### src/key_debounce_autorepeat_core_assert.svh
// Assertion macros for the key debounce and auto-repeat core.
// Expects clk and rst_n in the scope where the macros are used.
`ifndef KEY_DEBOUNCE_AUTOREPEAT_CORE_ASSERT_SVH
`define KEY_DEBOUNCE_AUTOREPEAT_CORE_ASSERT_SVH

// antecedent holds, consequent follows on the next edge
`define KDA_ASSERT_NEXT(lbl, ante, cons, msg) \
  lbl: assert property (@(posedge clk) disable iff (!rst_n) (ante) |=> (cons)) \
    else $error(msg);

// antecedent holds, consequent holds on the same edge
`define KDA_ASSERT_SAME(lbl, ante, cons, msg) \
  lbl: assert property (@(posedge clk) disable iff (!rst_n) (ante) |-> (cons)) \
    else $error(msg);

`endif

### src/kda_pkg.sv
// Package for the key debounce and auto-repeat core: phase type and
// configuration register indexes. No dependencies.
`timescale 1ns / 1ps
`default_nettype none

package kda_pkg;

  // poll phase
  typedef enum logic [1:0] {
    PH_IDLE     = 2'd0,
    PH_DEBOUNCE = 2'd1,
    PH_HELD     = 2'd2
  } phase_t;

  localparam int unsigned CFG_IDX_W = 2;
  typedef logic [CFG_IDX_W-1:0] cfg_idx_t;

  // configuration register indexes
  localparam cfg_idx_t REG_DEBOUNCE = 2'd0;
  localparam cfg_idx_t REG_HOLD     = 2'd1;
  localparam cfg_idx_t REG_REPEAT   = 2'd2;

  localparam logic [15:0] DEBOUNCE_RST = 16'd50;
  localparam logic [15:0] HOLD_RST     = 16'd1000;
  localparam logic [15:0] REPEAT_RST   = 16'd200;

endpackage

`default_nettype wire

### src/key_debounce_autorepeat_core.sv
// Key debounce and auto-repeat core, top level.
// Depends on kda_pkg and key_debounce_autorepeat_core_assert.svh.
`timescale 1ns / 1ps
`default_nettype none

// One poll word (timestamp, key sample, repeat mode) is taken every clock
// cycle; its key_event word passes through an input register and then a
// result register, with all phase logic in between the two.
// The single state update per cycle (two 32-bit wrapping subtractions and
// their compares) sets the figure of one word per cycle. Both stages stall
// only when the result is not taken. Configuration writes are taken every
// cycle (cfg_ready is always high); writes to index 3 are ignored.
`include "key_debounce_autorepeat_core_assert.svh"

module key_debounce_autorepeat_core (
  input  wire logic                  clk,
  input  wire logic                  rst_n,
  // poll channel
  input  wire logic                  in_valid,
  output logic                       in_ready,
  input  wire logic [31:0]           in_now_ms,
  input  wire logic [3:0]            in_key_sample,
  input  wire logic                  in_repeat_mode,
  // result channel
  output logic                       out_valid,
  input  wire logic                  out_ready,
  output logic [3:0]                 out_key_event,
  // configuration write channel
  input  wire logic                  cfg_valid,
  output logic                       cfg_ready,
  input  wire kda_pkg::cfg_idx_t     cfg_index,
  input  wire logic [15:0]           cfg_data
);

  // configuration registers
  logic [15:0] debounce_ms_r;
  logic [15:0] hold_ms_r;
  logic [15:0] repeat_ms_r;

  // input stage
  logic        s1_valid_r;
  logic [31:0] s1_now_r;
  logic [3:0]  s1_key_r;
  logic        s1_mode_r;

  // result stage
  logic        out_valid_r;
  logic [3:0]  out_key_r;

  // phase state
  kda_pkg::phase_t phase_r, phase_nxt;
  logic [3:0]  held_key_r, held_key_nxt;
  logic [31:0] press_time_r, press_time_nxt;
  logic        repeat_pending_r, repeat_pending_nxt;
  logic [31:0] repeat_time_r, repeat_time_nxt;
  logic [3:0]  event_nxt;

  logic        advance;
  logic [31:0] since_press;
  logic [31:0] since_repeat;

  assign cfg_ready = 1'b1;

  // configuration writes
  always_ff @(posedge clk) begin
    if (!rst_n) begin
      debounce_ms_r <= kda_pkg::DEBOUNCE_RST;
      hold_ms_r     <= kda_pkg::HOLD_RST;
      repeat_ms_r   <= kda_pkg::REPEAT_RST;
    end else if (cfg_valid) begin
      unique case (cfg_index)
        kda_pkg::REG_DEBOUNCE: debounce_ms_r <= cfg_data;
        kda_pkg::REG_HOLD:     hold_ms_r     <= cfg_data;
        kda_pkg::REG_REPEAT:   repeat_ms_r   <= cfg_data;
        default: ;
      endcase
    end
  end

  // handshake: the word in stage 1 moves on when the result slot is free
  assign advance  = s1_valid_r && (!out_valid_r || out_ready);
  assign in_ready = !s1_valid_r || advance;

  // input register
  always_ff @(posedge clk) begin
    if (!rst_n) begin
      s1_valid_r <= 1'b0;
    end else if (in_ready) begin
      s1_valid_r <= in_valid;
    end
  end

  always_ff @(posedge clk) begin
    if (in_ready && in_valid) begin
      s1_now_r  <= in_now_ms;
      s1_key_r  <= in_key_sample;
      s1_mode_r <= in_repeat_mode;
    end
  end

  // wrapping elapsed times
  assign since_press  = s1_now_r - press_time_r;
  assign since_repeat = s1_now_r - repeat_time_r;

  // phase state register
  always_ff @(posedge clk) begin
    if (!rst_n) begin
      phase_r          <= kda_pkg::PH_IDLE;
      held_key_r       <= 4'd0;
      press_time_r     <= 32'd0;
      repeat_pending_r <= 1'b0;
      repeat_time_r    <= 32'd0;
    end else if (advance) begin
      phase_r          <= phase_nxt;
      held_key_r       <= held_key_nxt;
      press_time_r     <= press_time_nxt;
      repeat_pending_r <= repeat_pending_nxt;
      repeat_time_r    <= repeat_time_nxt;
    end
  end

  // next phase and reported key
  always_comb begin
    phase_nxt          = phase_r;
    held_key_nxt       = held_key_r;
    press_time_nxt     = press_time_r;
    repeat_pending_nxt = repeat_pending_r;
    repeat_time_nxt    = repeat_time_r;
    event_nxt          = 4'd0;
    unique case (phase_r)
      kda_pkg::PH_IDLE: begin
        if (s1_key_r != 4'd0) begin
          phase_nxt      = kda_pkg::PH_DEBOUNCE;
          held_key_nxt   = s1_key_r;
          press_time_nxt = s1_now_r;
        end
      end
      kda_pkg::PH_DEBOUNCE: begin
        if (since_press >= {16'd0, debounce_ms_r}) begin
          if (s1_key_r != held_key_r) begin
            phase_nxt    = kda_pkg::PH_IDLE;
            held_key_nxt = 4'd0;
          end else begin
            phase_nxt = kda_pkg::PH_HELD;
            event_nxt = s1_key_r;
          end
        end
      end
      kda_pkg::PH_HELD: begin
        // any change of sample is a release; the repeat flag is kept
        if (s1_key_r != held_key_r) begin
          phase_nxt    = kda_pkg::PH_IDLE;
          held_key_nxt = 4'd0;
        end else if (s1_mode_r && (since_press >= {16'd0, hold_ms_r})) begin
          if (!repeat_pending_r) begin
            repeat_pending_nxt = 1'b1;
            repeat_time_nxt    = s1_now_r;
            event_nxt          = s1_key_r;
          end else if (since_repeat > {16'd0, repeat_ms_r}) begin
            repeat_pending_nxt = 1'b0;
          end
        end
      end
      default: begin
        phase_nxt    = kda_pkg::PH_IDLE;
        held_key_nxt = 4'd0;
      end
    endcase
  end

  // result register
  always_ff @(posedge clk) begin
    if (!rst_n) begin
      out_valid_r <= 1'b0;
    end else if (!out_valid_r || out_ready) begin
      out_valid_r <= s1_valid_r;
    end
  end

  always_ff @(posedge clk) begin
    if (advance) begin
      out_key_r <= event_nxt;
    end
  end

  assign out_valid     = out_valid_r;
  assign out_key_event = out_key_r;

  // checks
  `KDA_ASSERT_NEXT(a_idle_press,
    advance && (phase_r == kda_pkg::PH_IDLE) && (s1_key_r != 4'd0),
    (phase_r == kda_pkg::PH_DEBOUNCE) && (held_key_r == $past(s1_key_r)),
    "press in idle did not start debounce")
  `KDA_ASSERT_SAME(a_event_phase, advance && (event_nxt != 4'd0),
    (phase_r == kda_pkg::PH_DEBOUNCE) || (phase_r == kda_pkg::PH_HELD),
    "key reported outside debounce or held phase")
  `KDA_ASSERT_SAME(a_key_idle, 1'b1,
    (phase_r == kda_pkg::PH_IDLE) == (held_key_r == 4'd0),
    "held key and idle phase disagree")
  `KDA_ASSERT_NEXT(a_s1_hold, s1_valid_r && !advance, s1_valid_r,
    "stalled poll word dropped from input stage")
  `KDA_ASSERT_SAME(a_out_rise, $rose(out_valid_r), $past(advance),
    "result appeared without a poll word moving on")

endmodule

`default_nettype wire
### config.mk
export PLATFORM = sky130hd
export DESIGN_NAME = key_debounce_autorepeat_core
export DESIGN_NICKNAME = d
export VERILOG_FILES = /design/src/kda_pkg.sv /design/src/key_debounce_autorepeat_core.sv
export VERILOG_INCLUDE_DIRS = /design/src /design/src/src
export SDC_FILE = /design/constraint.sdc
export NUM_CORES = 1
export LEC_CHECK = 0
export BUFFER_PORTS_ARGS = -buffer_cell sky130_fd_sc_hd__buf_2
export CAP_MARGIN = 5
export CORE_AREA = 2 2 155 217
export CTS_CLUSTER_SIZE = 28
export DETAILED_ROUTE_END_ITERATION = 7
export DIE_AREA = 0 0 157 219
export PLACE_DENSITY = 0.62
export SYNTH_ARGS = -nofsm -noshare
export SYNTH_HDL_FRONTEND = slang
export SYNTH_SLANG_ARGS = --single-unit
### constraint.sdc
create_clock -name clk -period 4 [get_ports clk]
set_input_delay 0 -clock clk [delete_from_list [all_inputs] [get_ports clk]]
set_output_delay 0 -clock clk [all_outputs]
set_load 0.01 [all_outputs]
==> results of run 1 <==
## flip-flops by register name, indices dropped and copies added, names as in the netlist, 4 cells and up
name	flops
hold_ms_r	16
held_key_r	4
press_time_r	32
s1_key_r	4
repeat_time_r	32
debounce_ms_r	16
s1_now_r	32
out_key_event	4
repeat_ms_r	16
## timing repair
| item | CTS | global route |
|---|---|---|
| hold buffers | 56 | 0 |
| setup endpoints to repair | 43 | 43 |
| pin swaps | 27 | 42 |
| endpoints found under the hold margin | 87 | 0 |
| gates resized for setup | 31 | 46 |
| setup buffers | 10 | 6 |
## logic make-up (layout without fill, tap and decap cells)
family,Yosys count,count (layout),share of synthesized area [%]
buf+inv,189,378,6.61
compound gates,363,363,21.9
other cells,1,1,0.0334
fa+ha+maj,115,115,13.0
xor+xnor,42,42,3.28
simple gates,472,472,18.8
flops,162,162,32.6
mux,42,42,3.77
## worst min path at each step
stage	start	endpoint	slack, ns
final	rst_n	debounce_ms_r[1]	0.03
after CTS	rst_n	repeat_ms_r[6]	0.02
after global placement	in_key_sample[0]	s1_key_r[0]	0.18
after global routing	rst_n	debounce_ms_r[1]	0.05
after detailed placement	in_now_ms[11]	s1_now_r[11]	0.18
after floorplan	in_key_sample[0]	s1_key_r[0]	0.1
## area by class of cell
| class | count | area [um2] |
|---|---|---|
| fillers | 3173 | 18200 |
| multi-input cells | 1035 | 7140 |
| flip-flops and latches | 162 | 3650 |
| repair buffers | 218 | 1650 |
| well taps | 440 | 551 |
| inverters | 128 | 480 |
| clock buffers | 18 | 450 |
| clock inverters | 14 | 154 |
## power groups by stage
| stage | combinational (uW) | clock (uW) | sequential [uW] |
|---|---|---|---|
| 2_1_floorplan | 713 | 0 | 1810 |
| 3_3_place_gp | 1040 | 0 | 1830 |
| 3_5_place_dp | 1050 | 0 | 1830 |
| 4_1_cts | 1140 | 1750 | 1800 |
| 5_1_grt | 1330 | 1810 | 1800 |
| 6_report | 1190 | 1730 | 1800 |
## synth_stat cells, types with 3 or more instances
library cell | number | area share (%)
and2_1 | 6 | 0.33
nor3_1 | 12 | 0.54
clkbuf_1 | 52 | 1.7
inv_1 | 128 | 4.3
o21ai_0 | 50 | 2.2
a21oi_1 | 85 | 3.8
nor2_1 | 49 | 1.6
buf_6 | 3 | 0.30
a211oi_1 | 10 | 0.67
o21a_1 | 19 | 1.3
a31oi_1 | 14 | 0.78
nand2_1 | 285 | 9.5
or3_1 | 6 | 0.33
o211ai_1 | 24 | 1.6
a21boi_0 | 77 | 5.2
xor2_1 | 14 | 1.1
and3_1 | 8 | 0.45
nand2b_1 | 11 | 0.61
o22ai_1 | 3 | 0.17
o2111ai_1 | 5 | 0.39
o21bai_1 | 7 | 0.47
dfxtp_1 | 121 | 22
nor2b_1 | 12 | 0.67
a21o_1 | 26 | 1.7
a211o_1 | 4 | 0.31
nand3_1 | 26 | 1.2
a2111oi_0 | 4 | 0.31
nor3b_1 | 5 | 0.33
and3b_1 | 3 | 0.23
xnor2_1 | 28 | 2.2
edfxtp_1 | 41 | 11
and4_1 | 3 | 0.23
nand4_1 | 27 | 1.5
nor4_1 | 8 | 0.45
nand3b_1 | 3 | 0.20
ha_1 | 113 | 13
a221oi_1 | 3 | 0.23
mux2i_1 | 40 | 3.6
o31ai_1 | 4 | 0.27
## per-layer routing
metal	GRT usage, %	vias up
li1	-	5194
met1	22.0	4834
met2	35.1	178
met3	2.53	46
met4	6.45	0
met5	0	-
## worst max-delay path, stage by stage (launching register included)
cell and delay (ns):
edfxtp_1 0.43, inv_2 0.11, ha_4 0.13, inv_2 0.03, fa_2 0.34, a211oi_2 0.22
o211ai_1 0.17, a21boi_1 0.23, nor2b_1 0.07, o21a_1 0.18, o21ai_1 0.12, nand2b_1 0.08
a21oi_2 0.15, xnor2_1 0.08, ha_1 0.30, and3_4 0.18, nand4_1 0.18, a211oi_2 0.23
nor3_2 0.06, a21o_1 0.21, o2111ai_2 0.10, nor4_2 0.05, o2111a_1 0.16, a221oi_2 0.21
nor2_1 0.05
## through the flow
step | hold WS (ns) | setup TNS, ns | instance area [um2] | instances
after floorplan | 0.0989 | 0 | 11200 | 1386
after global placement | 0.177 | -5.37 | 12500 | 1912
after detailed placement | 0.178 | -4.62 | 12500 | 1912
after CTS | 0.0213 | -0.225 | 13800 | 2009
after global routing | 0.0522 | -3.48 | 14100 | 2015
final | 0.0255 | -0.147 | 14100 | 2015
==> impl_results.md, run 1 <==
- DRC: 0
- Drt pass-1 iters: 5
- Mean Syn Cell Area: 8.09 um2
- CTS tree: yes
- Critical Path RT: 4.33 ns
- Relative slew slack: 33.7%
- Pwr dens: 335 mW/mm2
- Synth unique cells: 73
- Clock buffer count from CTS: 17
- Post-synth EDFFs: 41
- Die width: 157 um
- Post-layout min period: 4.15 ns
- Final wirelength: 32,400 um
- Area delta synth->final: 25.5%
- Leak pwr: 0.00541 uW
- # rows: 78
- Internal power: 3210 uW
- Worst clock skew: 0.0137 ns
- Die Area: 0.0344 mm2
- Sw Ratio: 32.0%
- Final period utilization: 104%
- CP arrival: 4.48 ns
- Layout cell share with drive strength beyond 1: 16.9%
- Crit path max fanout: 3
- Later-pin clock latency in the skew report: 0.44 ns
- Slew @ Worst Pin: 0.995 ns
- Post-detail-place hpwl: 24,300 um
- Clock-pin slew on the worst setup and hold paths: 0.07 ns
- # Max-Cap Violations: 0
- Remaining antenna violation count after routing: 0
- Final core occ: 43.6%
- FF+latch count, synth: 162
- Initial antenna violation count: 0
- TritonCTS Sinks: 162
- Kind of critical path: register to register
- Hold Path Cell Cnt: 2
- Buffers on Ports: 65
- First-pass GRT wire length: 51,300 um
- Final setup vio count: 1
- Commonest non-fill, non-tap cell in the layout: nand2_1
- M1 WL: 13,900 um
- IO Pins: 67
- Final setup margin: -0.147 ns
- Max Freq: 0.241 GHz
- Final hold viol count: 0
- Via Count: 10,252
- CTS root buf: clkbuf_16
- Highest metal used: met4
- Outcome: complete, but fails checks
- Initial core utilization: 34.7%
- Max VDD drop: 0.296 mV
- Cells after synthesis: 1,386
- Seq/Total Area, Yosys: 32.6%
- H-tree depth: 4
- Nets: 1,737
- Worst R2R Start: s1_now_r[0]
- Failing checks: setup timing
- Met3 wire length: 966 um
- Combinational Power Share: 25.2%
- Vias/cell: 5.09
- Clock share of power: 36.7%
- Critical path origin: s1_now_r[0]
- Synthesized area: 0.0112 mm2
- RSZ-0062 raised after global routing: yes
- Most frequent cells in the layout: nand2_1 (284), inv_1 (126), dfxtp_1 (121)
- Pin count of the biggest net entering global routing: 87
- Synth Flop Type: dfxtp_1
- DRT iter0 DRCs: 548
- CORE AREA: 0.0323 mm2
- Max Slew Vio Count: 0
- Sequential Power Share: 38.1%
- Gr ovfl total: 0
- # diodes: 0
- WL per Instance: 16.1 um
- Hold crit path type: input pin to register
- Vias in the first global route: 10,207
- Synth warn: 0
- Reg2Reg Setup Slack: -0.15 ns
- Reg2reg end: repeat_pending_r
- Routed length on met2: 16,500 um
- Setup crit end kind: register
- R2R depth: 24
- Post-synth ARST share: 0%
- Clock tree buffer depth: 2
- Startpoint types: register
- Critical Path End: repeat_pending_r
- Die height: 219 um
- Net Sw Power: 1510 uW
- RePlAce Congestion: 0.894
- Tot GR Track Use: 18.9%
- Pre-CTS setup slack: -0.294 ns
- Total chip power: 4720 uW
- Syn Nets: 1,561
(Power assumes the default switching activity.)
==> run 2: changes to the inputs <==
ABC_AREA = 1   (was unset)
CORE_AREA = 2 2 159 223   (was 2 2 155 217)
DIE_AREA = 0 0 161 225   (was 0 0 157 219)
==> impl_results.md, run 2 <==
- Hold crit path type: input pin to register
- Vias/cell: 4.72
- Via Count: 11,302
- Biggest regs: press_time_r: 32 flops, repeat_time_r: 32 flops, s1_now_r: 32 flops
- Synthesized area: 0.0118 mm2
- Post-layout min period: 3.62 ns
- Startpoint types: register
- WHS Endpoint: debounce_ms_r[4]
- Pin count of the biggest net entering global routing: 120
- WL per Instance: 14.4 um
- CTS tree: yes
- Setup_tns: 0 ns
- Hold Path Cell Cnt: 5
- Pwr dens: 346 mW/mm2
- Later-pin clock latency in the skew report: 0.45 ns
- Final hold viol count: 0
- Max VDD drop: 0.203 mV
- Internal power: 3120 uW
- Top post-synthesis cells by area: dfxtp_1 (21%), nand2_1 (15%), ha_1 (12%)
- # Max-Cap Violations: 0
- DRC: 0
- Synth warn: 0
- Synth Flop Type: dfxtp_1
- Post-synth top area share: 20.5%
- Worst min-delay path startpoint: cfg_valid
- DRT iter0 DRCs: 658
- Seq/Total Area, Yosys: 31.0%
- Dpl cell area: 0.0127 mm2
- Die width: 161 um
- Max Freq: 0.277 GHz
- Tot GR Track Use: 19.6%
- Relative slew slack: 24.4%
- Commonest non-fill, non-tap cell in the layout: nand2_1
- TritonCTS Sinks: 162
- R2R depth: 24
- Slew @ Worst Pin: 1.13 ns
- RSZ-0062 raised after global routing: no
- Top-count cell post-synth: nand2_1
- Area delta synth->final: 17.9%
- Post-synth ARST share: 0%
- Final core occ: 40.8%
- CORE AREA: 0.0340 mm2
- Cells after synthesis: 1,802
- Met3 wire length: 1170 um
- First-pass GRT wire length: 55,900 um
- Max Slew Vio Count: 0
- Leak pwr: 0.00703 uW
- Top cells by count, synth: nand2_1 (484), inv_1 (344), nor2_1 (187)
- Nets: 2,107
- Synth unique cells: 42
- Net Sw Power: 1690 uW
- Worst clock skew: 0.00811 ns
- IO Pins: 67
- Clock buffer count from CTS: 17
- Sw Ratio: 35.1%
- Highest metal used: met4
- Vias in the first global route: 11,072
- Post-route cell area: 0.0139 mm2
- H-tree depth: 4
- Final wirelength: 34,400 um
- Die Area: 0.0362 mm2
- Final setup vio count: 0
- Setup crit end kind: register
- FF+latch count, synth: 162
- Reg2reg end: repeat_pending_r
- Buffers on Ports: 65
- Remaining antenna violation count after routing: 0
- Clock share of power: 34.4%
- Leading area contributor after synthesis: dfxtp_1
- Combinational Power Share: 27.8%
- Sequential Power Share: 37.8%
- CP arrival: 4.00 ns
- Layout cell share with drive strength beyond 1: 7.66%
- Mean Syn Cell Area: 6.54 um2
- Drt pass-1 iters: 5
- Kind of critical path: register to register
- Post-synth EDFFs: 41
- Initial antenna violation count: 1
- CTS root buf: clkbuf_16
- Gr ovfl total: 0
- Most frequent cells in the layout: nand2_1 (483), inv_1 (343), nor2_1 (187)
- RePlAce Congestion: 0.981
- Clock-pin slew on the worst setup and hold paths: 0.07 ns
- Clock tree buffer depth: 2
- Final period utilization: 90.4%
- # rows: 80
- Outcome: complete, no violations
- Routed length on met2: 16,900 um
- M1 WL: 14,800 um
- Die height: 225 um
- Post-detail-place hpwl: 27,300 um
- Critical Path RT: 4.38 ns
- Crit path max fanout: 4
- Initial core utilization: 34.7%
- Syn Nets: 1,977
- Worst R2R Start: s1_now_r[0]
- Reg2Reg Setup Slack: 0.38 ns
[run 2: cell types whose count changed in the layout (fill, tap and decap cells not counted), moves of 54 or more]
cell and change:
nand2_1 +199, o21ai_0 +56, a21oi_1 +68, buf_4 -77
a21boi_0 -70, nor2_1 +139, inv_1 +217, nand3_1 +54
[run 2: critical path, stage by stage, from the launching register on]
cell and delay (ns):
edfxtp_1 0.42, inv_2 0.11, ha_1 0.15, inv_1 0.06, fa_1 0.40, nand3_1 0.09, nand2_1 0.13, nand2_1 0.09
nand2_1 0.13, nand2_1 0.11, nand2_2 0.10, nand2_1 0.08, nand2_1 0.11, xor2_2 0.18, ha_1 0.28, nand2_1 0.08
nor4_2 0.20, nand3_1 0.11, nand2_1 0.11, nand3_1 0.07, nor2_1 0.13, nand4_1 0.12, nor3_2 0.13, nor2_1 0.06
nor2_1 0.09
[run 2: worst max-delay path by stage]
stage                      startpoint          endpoint  slack (ns)  depth (start not counted)
after floorplan           s1_now_r[0]  repeat_pending_r        0.93                         24
after global placement    s1_now_r[0]  repeat_pending_r        0.30                         24
after detailed placement  s1_now_r[0]  repeat_pending_r        0.21                         24
after CTS                 s1_now_r[0]  repeat_pending_r        0.15                         24
after global routing      s1_now_r[0]  repeat_pending_r        0.02                         24
final                     s1_now_r[0]  repeat_pending_r        0.38                         24
[run 2: final cells by class]
type	instances	area, um2
antenna	1	2.50
clock buffer	18	450
clock inverter	14	131
fill	3602	20100
inverter	352	1320
multi-input combinational	1255	6670
sequential	162	3650
tap	451	564
timing repair buffer	144	1100
[run 2: cell families (layout without fill, tap and decap cells)]
logic type / count (synthesis) / after routing / synth area share, %
simple gates: 823 / 823 / 28.7
buf+inv: 385 / 528 / 12.7
compound gates: 280 / 280 / 12.6
flops: 162 / 162 / 31.0
fa+ha+maj: 115 / 115 / 12.3
xor+xnor: 36 / 36 / 2.67
other cells: 1 / 2 / 0.0318
[run 2: metal layers]
layer	GRT usage (%)	vias to the layer above
li1	-	5946
met1	22.2	5041
met2	35.8	244
met3	2.80	71
met4	9.91	0
met5	0	-
[run 2: repair_timing]
action / 4_1_cts / 5_1_grt
endpoints found under the setup margin: 0 / 16
hold buffers: 62 / 0
endpoints found under the hold margin: 87 / 0
gates resized for setup: 0 / 6
buffers inserted: 0 / 2
[run 2: power by group through the flow]
stage | clock network, uW | logic, uW | registers (uW)
after detailed placement | 0 | 1270 | 1860
after CTS | 1700 | 1330 | 1820
after global routing | 1750 | 1540 | 1830
after floorplan | 0 | 926 | 1840
after global placement | 0 | 1250 | 1850
final | 1650 | 1340 | 1820
[run 2: per-stage QoR]
| step | std cells | hold WS, ns | total power [uW] | setup WS [ns] |
|---|---|---|---|---|
| 2_1_floorplan | 1802 | 0.0989 | 2760 | 0.929 |
| 3_3_place_gp | 2300 | 0.177 | 3110 | 0.303 |
| 3_5_place_dp | 2300 | 0.178 | 3130 | 0.207 |
| 4_1_cts | 2394 | 0.0500 | 4840 | 0.151 |
| 5_1_grt | 2397 | 0.119 | 5120 | 0.0219 |
| 6_report | 2397 | 0.0739 | 4810 | 0.384 |
==> run 3: changes to the inputs <==
CTS_BUF_LIST = sky130_fd_sc_hd__clkbuf_16   (was unset)
clock period = 3 ns   (was 4 ns; I/O delays follow)
==> impl_results.md, run 3 (synthesis results as in run 2) <==
- Outcome: complete, but fails checks
- Failing checks: setup timing
- Slowest-stage cell, CP: edfxtp_1
- Final wirelength: 38,700 um
- Critical Path RT: 3.35 ns
- Buffers on Ports: 65
- H-tree depth: 4
- Critical path, cell by cell: ha_4 > buf_4 > nand2_1 > inv_1 > nand2_2 > nand2_1 > nand2_1 > nand3b_1 > xor2_2 > ha_1 > inv_2 > nor3_2 > a211oi_2 > nand2_2 > a21oi_4 > nand3_4 > nand3_4 > clkbuf_16 > nand2_4 > nand2_1 > nor2_1
- Critical path origin: s1_now_r[4]
- Layout cell share with drive strength beyond 1: 25.3%
- Slew @ Worst Pin: 1.17 ns
- Crit path max fanout: 8
- Nets: 2,331
- Vias in the first global route: 12,028
- Final period utilization: 114%
- Later-pin clock latency in the skew report: 0.46 ns
- CTS tree: yes
- Kind of critical path: register to register
- Clock buffer count from CTS: 17
- Final hold slack: 0.125 ns
- Hold crit path type: input pin to register
- Remaining antenna violation count after routing: 0
- Die height: 225 um
- DRT iter0 DRCs: 652
- Relative slew slack: 22.1%
- CP max stage delay: 0.44 ns
- Worst R2R Start: s1_now_r[4]
- IO Pins: 67
- CP arrival: 3.77 ns
- Placed cells: 2,477
- Initial core utilization: 34.7%
- Worst clock skew: 0.0107 ns
- Startpoint types: register
- # Max-Cap Violations: 0
- WL per Instance: 14.8 um
- TritonCTS Sinks: 162
- Post-layout min period: 3.42 ns
- Clock-pin slew on the worst setup and hold paths: 0.07 ns
- Area delta synth->final: 42.4%
- Post-detail-place hpwl: 28,200 um
- Final hold viol count: 0
- # diodes: 0
- Top cell by count, worst path: nand2_1
- Drt pass-1 iters: 5
- Commonest non-fill, non-tap cell in the layout: nand2_1
- Die Area: 0.0362 mm2
- Max Slew Vio Count: 0
- Setup crit end kind: register
- Max VDD drop: 0.312 mV
- Pin count of the biggest net entering global routing: 120
- Via Count: 12,430
- Gr ovfl total: 0
- Leak pwr: 0.00825 uW
- RePlAce Congestion: 0.962
- Worst min-delay path startpoint: cfg_index[1]
- Fin cells: 2,620
- First-pass GRT wire length: 59,400 um
- Most frequent cells in the layout: nand2_1 (421), inv_1 (336), buf_4 (223)
- Final core occ: 49.4%
- RSZ-0062 raised after global routing: yes
- DRC: 0
- Final setup margin: -0.419 ns
- Clock tree buffer depth: 2
- Vias/cell: 4.74
- Fill cells: 3,350
- Dpl cell area: 0.0140 mm2
- CORE AREA: 0.0340 mm2
- Tot GR Track Use: 20.6%
- Die width: 161 um
- # rows: 80
- Pwr dens: 434 mW/mm2
- Final setup vio count: 43
- Initial antenna violation count: 0
- Max Freq: 0.293 GHz
- CTS root buf: clkbuf_16
- Post-route cell area: 0.0168 mm2
- Biggest regs: press_time_r: 32 flops, repeat_time_r: 32 flops, s1_now_r: 32 flops
[run 3: cell types whose count changed in the layout (fill, tap and decap cells not counted), moves of 19 or more]
cell	delta
nand2_2	+54
ha_1	-30
nand3_1	-20
nand2_1	-62
a21oi_1	-19
ha_4	+28
buf_4	+207
[run 3: power breakdown]
group          switching, uW  leakage (uW)  internal, uW
Combinational           1420       0.00657          1180
Sequential              68.1       0.00139          2350
Clock                   1110      0.000291          1170
Total                   2590       0.00825          4690
[run 3: what timing repair did]
action                                  CTS  global route
pin swaps                                22           107
gates resized for setup                  59           169
hold buffers                             63             0
buffers inserted                         11            33
endpoints found under the setup margin   43            43
gates cloned                              1             5
hold endpoints to repair                 87             0
[run 3: metrics by stage]
| step | setup TNS (ns) | total power [uW] | setup WS, ns |
|---|---|---|---|
| 2_1_floorplan | 0 | 3690 | 0.0128 |
| 3_3_place_gp | -14.66 | 4490 | -0.422 |
| 3_5_place_dp | -16.96 | 4520 | -0.497 |
| 4_1_cts | -14.62 | 6980 | -0.379 |
| 5_1_grt | -25.01 | 7730 | -0.631 |
| 6_report | -15.84 | 7290 | -0.419 |
[run 3: path summary, 6_finish.rpt]
| check | to | slack (ns) | depth (start not counted) |
|---|---|---|---|
| min reg2reg | debounce_ms_r[3] | 0.46 | 2 |
| max | repeat_time_r[31] | -0.42 | 21 |
| min | hold_ms_r[8] | 0.12 | 4 |
| max reg2reg | repeat_time_r[31] | -0.42 | 21 |
[run 3: layout make-up]
cell class | instances | area (um2) | area share, %
multi-input combinational | 1255 | 7750 | 46.1
sequential | 162 | 3650 | 21.8
clock inverter | 14 | 148 | 0.879
inverter | 352 | 1320 | 7.87
tap | 451 | 564 | 3.36
timing repair buffer | 368 | 2910 | 17.3
clock buffer | 18 | 450 | 2.68
[run 3: critical path, delay by kind of cell, from the launching register on]
family / cells / cell delay, ns
fa+ha+maj: 2 / 0.58
buf+inv: 4 / 0.54
simple gates: 12 / 1.10
xor+xnor: 1 / 0.23
flops: 1 / 0.44
compound gates: 2 / 0.38
[run 3: layer usage]
layer	wire [um]	GRT usage (%)	part of all wire (%)	vias up
met1	16100	23.3	42	5660
met3	1340	2.54	3.5	91
li1	-	-	-	6383
met2	19500	38.6	50	296
met4	1750	9.16	4.5	0
met5	0	0	0	-
